--- config.mk ---
export PLATFORM = sky130hd
export DESIGN_NAME = bsle_cell
export DESIGN_NICKNAME = d
export VERILOG_FILES = /design/src/bounded_sequence_list_engine_macros.svh /design/src/bsle_pkg.sv /design/src/bsle_cell.sv
export SDC_FILE = /design/constraint.sdc
export NUM_CORES = 1
export LEC_CHECK = 0
export BUFFER_PORTS_ARGS = -buffer_cell sky130_fd_sc_hd__buf_2
export CAP_MARGIN = 30
export CELL_PAD_IN_SITES_DETAIL_PLACEMENT = 0
export CELL_PAD_IN_SITES_GLOBAL_PLACEMENT = 1
export CORE_UTILIZATION = 28
export DETAILED_ROUTE_END_ITERATION = 8
export PLACE_DENSITY = 0.81
export SYNTH_ARGS = -nofsm -noshare
export SYNTH_HDL_FRONTEND = slang
export SYNTH_SLANG_ARGS = --single-unit
export TNS_END_PERCENT = 10
--- constraint.sdc ---
create_clock -name clk -period 6.2 [get_ports clk]
set_clock_uncertainty 0.05 [all_clocks]
set_input_delay 1.55 -clock clk [delete_from_list [all_inputs] [get_ports clk]]
set_output_delay 1.55 -clock clk [all_outputs]
set_load 0.05 [all_outputs]
--- src/bounded_sequence_list_engine_macros.svh ---
// ----------------------------------------------------------------------------
// Assertion macros for the bounded sequence list engine
// Concurrent checks that compile away when SYNTHESIS is defined.
// ----------------------------------------------------------------------------
`ifndef BOUNDED_SEQUENCE_LIST_ENGINE_MACROS_SVH
`define BOUNDED_SEQUENCE_LIST_ENGINE_MACROS_SVH
`ifndef SYNTHESIS
// Consequent must hold in the same cycle as the antecedent.
`define BSLE_ASSERT_SAME(label, clk, rst_n, ante, cons) \
    label: assert property (@(posedge clk) disable iff (!rst_n) (ante) |-> (cons)) \
        else $error("bsle: same-cycle check failed");
// Consequent must hold in the cycle after the antecedent.
`define BSLE_ASSERT_NEXT(label, clk, rst_n, ante, cons) \
    label: assert property (@(posedge clk) disable iff (!rst_n) (ante) |=> (cons)) \
        else $error("bsle: next-cycle check failed");
`else
`define BSLE_ASSERT_SAME(label, clk, rst_n, ante, cons)
`define BSLE_ASSERT_NEXT(label, clk, rst_n, ante, cons)
`endif
`endif

--- src/bsle_pkg.sv ---
// ----------------------------------------------------------------------------
// Bounded sequence list engine package
// Request and response types, operation and status codes, cell commands.
// ----------------------------------------------------------------------------
package bsle_pkg;

    localparam int DEF_CAPACITY = 64;

    // Operation codes carried in the request kind field.
    localparam logic [3:0] KIND_PUSH_FRONT = 4'd0;
    localparam logic [3:0] KIND_PUSH_BACK  = 4'd1;
    localparam logic [3:0] KIND_POP_FRONT  = 4'd2;
    localparam logic [3:0] KIND_POP_BACK   = 4'd3;
    localparam logic [3:0] KIND_SEARCH     = 4'd4;
    localparam logic [3:0] KIND_INS_POS    = 4'd5;
    localparam logic [3:0] KIND_INS_ORD    = 4'd6;
    localparam logic [3:0] KIND_DEL_KEY    = 4'd7;
    localparam logic [3:0] KIND_DEL_POS    = 4'd8;
    localparam logic [3:0] KIND_REVERSE    = 4'd9;

    // Response status codes.
    localparam logic [2:0] ST_OK       = 3'd0;
    localparam logic [2:0] ST_EMPTY    = 3'd1;
    localparam logic [2:0] ST_NOTFOUND = 3'd2;
    localparam logic [2:0] ST_FULL     = 3'd3;
    localparam logic [2:0] ST_BADPOS   = 3'd4;

    typedef struct packed {
        logic [3:0]          kind;
        logic signed [31:0]  value;
        logic [6:0]          position;
    } req_t;

    typedef struct packed {
        logic [2:0]          status;
        logic signed [31:0]  result_value;
        logic [6:0]          found_position;
        logic [6:0]          entry_count;
    } rsp_t;

    typedef enum logic [1:0] {
        CELL_HOLD = 2'd0,
        CELL_INS  = 2'd1,
        CELL_DEL  = 2'd2
    } cell_op_t;

    // Broadcast to every cell of the row.
    typedef struct packed {
        cell_op_t            op;
        logic signed [31:0]  data;
    } cell_cmd_t;

endpackage

--- src/bsle_cell.sv ---
// ----------------------------------------------------------------------------
// Bounded sequence list engine cell
// Holds one stored value, compares it with the broadcast key, takes the data
// at the insert slot and a left or right neighbor's value on a row shift.
// ----------------------------------------------------------------------------
module bsle_cell #(
    parameter int IW    = $clog2(bsle_pkg::DEF_CAPACITY),
    parameter int INDEX = 0
) (
    input  logic                clk,
    input  bsle_pkg::cell_cmd_t cmd,
    input  logic [IW-1:0]       idx,
    input  logic signed [31:0]  left_value,
    input  logic signed [31:0]  right_value,
    input  logic signed [31:0]  key,
    output logic signed [31:0]  value,
    output logic                eq,
    output logic                lt
);

    localparam logic [IW-1:0] MY_IDX = IW'(INDEX);

    logic signed [31:0] value_reg;
    logic signed [31:0] value_next;

    always_comb
    begin
        value_next = value_reg;
        unique case (cmd.op)
            bsle_pkg::CELL_HOLD:
            begin
                value_next = value_reg;
            end
            bsle_pkg::CELL_INS:
            begin
                if (MY_IDX > idx)
                begin
                    value_next = left_value;
                end
                else if (MY_IDX == idx)
                begin
                    value_next = cmd.data;
                end
            end
            bsle_pkg::CELL_DEL:
            begin
                if (MY_IDX >= idx)
                begin
                    value_next = right_value;
                end
            end
            default:
            begin
                value_next = value_reg;
            end
        endcase
    end

    always_ff @(posedge clk)
    begin
        value_reg <= value_next;
    end

    assign value = value_reg;
    assign eq    = (value_reg == key);
    assign lt    = (value_reg < key);

endmodule

Yosys cells after proc, flatten, opt, wreduce, memory -nomap -nowiden
Index checks and enable logic that the tools add are counted.
{ "word_totals": {"mem_bits_ro": 0, "regBits": 32, "latchBits": 0, "word_cells": 16, "memories": 0, "output_inout_bits": 34, "ramBits": 0} }
{ "op_classes": {"muxes": 4, "div_mod_pow": 0, "n_mul": 0, "reduce_logical": 3, "addsub": 0, "bitwise_logic": 0, "shifts": 0, "eq_ne": 5, "n_lt_le_gt_ge": 3} }
{ "ops": {"columns": ["cell", "count"], "rows": [
  ["32-bit 2-to-1 mux", 3],
  ["32-bit one-hot mux with 2 select lines", 1],
  ["32-bit equality test", 1],
  ["32-bit < comparator", 1],
  ["1-bit by 6-bit greater-or-equal comparator with 1-bit output, first input constant", 1],
  ["1-bit by 6-bit greater-than comparator with 1-bit output, first input constant", 1],
  ["6-bit zero test", 1],
  ["3-bit inequality test, second input constant", 1],
  ["3-bit AND reduction", 1],
  ["2-bit by 1-bit equality test with 1-bit output, second input constant", 1],
  ["2-bit equality test, second input constant", 1],
  ["2-bit inequality test, second input constant", 1],
  ["2-bit nonzero test", 1]
]} }

Depth between registers and ports, before layout
{ "logic_depth": {"depth_word": 4, "depth_mapped": 7, "ltp_nobuf": 7} }

Worst setup path after synthesis
Ideal clock, no wire load.
{ "synth_path": {"path_kind": "input-to-reg", "from": "in idx[3]", "to": "reg value_reg[0], in the netlist value[0] (enable)", "arrival_ns": 5.184, "slack_ns": 0.461, "path_buffers": 0, "stages": 2, "path_cell_list": "or4_1 -> nor4_1"} }
{ "synth_between": {"elab_chain_len": 3} }
{ "synth_lines": {"columns": ["element", "line", "rtl"], "rows": [
  ["start, declared", "bsle_cell.sv:12", "input logic [IW-1:0] idx,"],
  ["1-bit by 6-bit greater-than comparator with 1-bit output (tied with other cells)", "bsle_cell.sv:36", "if (MY_IDX > idx)"],
  ["3-bit inequality test (no source line) or 2-bit inequality test (tied branches)", null, null],
  ["3-bit AND reduction (no source line) (*)", null, null],
  ["end signal, assigned", "bsle_cell.sv:61", "value_reg <= value_next;"],
  ["end, declared", "bsle_cell.sv:23", "logic signed [31:0] value_reg;"]
]} }
Every way passes the cells marked *; elsewhere a longest branch is shown, timed or not.
A chain may end at the register's enable or synchronous reset.

Final worst setup path
{ "layout_path": {"from": "in key[14]", "to": "out lt"} }
{ "layout_between": {"elab_chain_len": 1} }
{ "layout_lines": {"columns": ["element", "line", "rtl"], "rows": [
  ["start, declared", "bsle_cell.sv:15", "input logic signed [31:0] key,"],
  ["32-bit < comparator", "bsle_cell.sv:66", "assign lt = (value_reg < key);"],
  ["end, declared", "bsle_cell.sv:18", "output logic lt"]
]} }
Every way passes these cells.

==> results.yml <==
run_status:
  outcome: "finished clean"
placement:
  io_buffers: 138
  pre_cts_ws_ps: 1310
  dp_hpwl_um: 4150
  routabilityCongestion: 0.735
worst_setup_path:
  cp_max_fo: 3
  arrival_ps: 3280
  cp_slowest_cell: "a221o_1"
  critPathLaunchType: "input port"
  cpMostUsedCell: "buf_2"
  end_kind: "output pin"
  cpPeakStageDelay_ps: 370
  criticalPathCategory: "in -> out"
  worstPathRequired_ps: 4600
  crit_chain: "buf_2, inv_1, ha_1, a21oi_2, nand2_1, a221o_1, o31a_1, o22ai_2, buf_2"
sta:
  worstMarginPinSlew_ps: 887
  fmax_mhz: 205
  setup_violations: 0
  timing.final.crit_share_pct: 78.8
  drv_slew: 0
  setup_ws_ps: 1320
  min_period_ps: 4880
  timing.setup.tns_ps: 0
  finalHoldViolations: 0
  rsz0062_at_grt: "no"
  maxSlewHeadroom_pct: 40.8
grt:
  gr-usage-met1_pct: 14.6
  grt.busiest_layer: "met2"
  grt_use_met2_pct: 21.9
  grt_pass1_vias: 1831
  met3_usage_pct: 3.28
  overflow: 0
  grt_max_degree: 33
  grt_first_pass_wirelength_um: 8020
  antenna_found_initial: 0
  grtUsageTotal_pct: 12.4
route:
  drt_iter0_drc: 14
  drc_errors: 0
  ant_nets: 0
  drt_pass1_iterations: 4
  drt-wirelength-per-cell_um: 11.8
  viasPerCell: 4.32
  vias: 1840
  wl_um: 5030
cells_and_area:
  largest_register_ffs: 32
  drive_gt1_share_pct: 55.7
  nets: 496
  diodes: 0
  area_growth_pct: 40.9
  fin_util_pct: 41.6
power_and_ir_drop:
  power_density_nw_per_um2: 158
  total_leakage_power_nw: 1.51
  p_total_mw: 0.486
  ir_drop_v: 0.0000804
die:
  chipWidth_um: 90.4
  fp-row-count: 31
  start_util_pct: 29.6
  core_area_um2: 7410
  ios: 171
  die_h_um: 90.4
  die_area_um2: 8180
clock_tree:
  cts_tree: "yes"
  cts_setup_buffers: 0
  cts_max_level: 2
  clock-sinks: 32
  clk_path_buf_depth: 2
  cts_root_buf: "clkbuf_8"
  clk_pin_slew_ps: 70
  cts_buffers: 5
  cts_resized: 0
  ctsHoldBuffers: 0
yosys:
  syn-num-nets: 354
  ys_seq_area_share_pct: 43.9
  ys_top_cells_by_area: "edfxtp_1 44%, ha_1 18%, mux2_2 15%, inv_1 5.5%, a21oi_1 2.5%"
  synth-seq-cells: 32
  yosysUniqueCellTypes: 31
  syn_avg_cell_area_um2: 11.8
  ys_warn_count: 0
  yosys.area.top_type_share_pct: 43.9
  synth_area_um2: 2190
  synth_area_leader_cell: "edfxtp_1"
  netlist_instances: 185
flow_run:
  drv_cap: 0
hold_path:
  min-delay-path-class: "in -> reg"
==> kinds of logic after synthesis <==
kind of cell / Yosys count / synth area share [%]
xor gates and xnor gates: 1 / 0.400
AOI/OAI and AO/OA: 25 / 7.71
buffers and inverters: 36 / 6.34
and+or+nand+nor: 27 / 6.91
muxes: 32 / 16.5
adders and majority gates: 32 / 18.3
DFF: 32 / 43.9
==> metal layers <==
| metal | vias to the layer above | part of all wire (%) |
|---|---|---|
| li1 | 959 | - |
| met1 | 797 | 44 |
| met2 | 78 | 48 |
| met3 | 6 | 6.4 |
| met4 | 0 | 1.1 |
| met5 | - | 0 |
==> worst max-delay path: cells and delay by family <==
family,cells,cell delay (ps)
AO/OA/AOI/OAI,4,950
adder cells (fa/ha/maj),1,310
buffers and inverters,3,400
AND/OR/NAND/NOR,1,70
==> report_power, final <==
part / leakage [nW] / total [mW] / switching, mW / internal [mW]
Sequential: 0.288 / 0.242 / 0.000830 / 0.241
Clock: 0.0410 / 0.151 / 0.0748 / 0.0763
Combinational: 1.18 / 0.0929 / 0.0410 / 0.0520
Total: 1.51 / 0.486 / 0.117 / 0.370
==> Yosys cell counts (all sizes together) <==
cell type,instances
ha,32
o31a,1
nor4,3
o211ai,1
a21oi,12
nor2,4
edfxtp,32
o21ai,3
a211oi,1
nand2,7
a21boi,1
a21o,2
or4,1
nand4,7
nor2b,2
o2111ai,1
a221oi,1
o22ai,1
nor3,1
mux2,32
a221o,1
xnor2,1
inv,32
buf,3
nand3,2
clkbuf,1
==> final cells by class <==
| class | instances | area (um2) |
|---|---|---|
| multi-input combinational | 117 | 1100 |
| fill | 738 | 4320 |
| sequential | 32 | 961 |
| timing repair buffer | 139 | 698 |
| inverter | 32 | 120 |
| tap | 99 | 124 |
| clock inverter | 1 | 5.00 |
| clock buffer | 6 | 72.6 |
==> per-stage QoR <==
stage / instances / hold WS [ps] / area [um2]
after detailed placement: 419 / 1790 / 3010
after floorplan: 185 / 1700 / 2190
after CTS: 426 / 1490 / 3080
after global routing: 426 / 1510 / 3080
final: 426 / 1510 / 3080
after global placement: 419 / 1780 / 3010
==> worst paths after layout <==
check	from	to	slack, ps	cells after the start
setup / recovery	key[14]	lt	1320	9
hold / removal	cmd[5]	value[5]	1510	2
==> placed cells by master, fill, tap and decap left out, types with 2 or more instances in the layout <==
cell type  instances
inv_1             32
nor2_1             4
a21o_1             2
a21oi_1           11
nand2_1            7
mux2_1             2
nor4_2             2
mux2_2            30
nand4_1            6
edfxtp_1          32
clkbuf_8           5
ha_1              32
buf_2            138
o21ai_0            2
nand3_1            2
No activity file was read; power rests on OpenSTA's default activity.
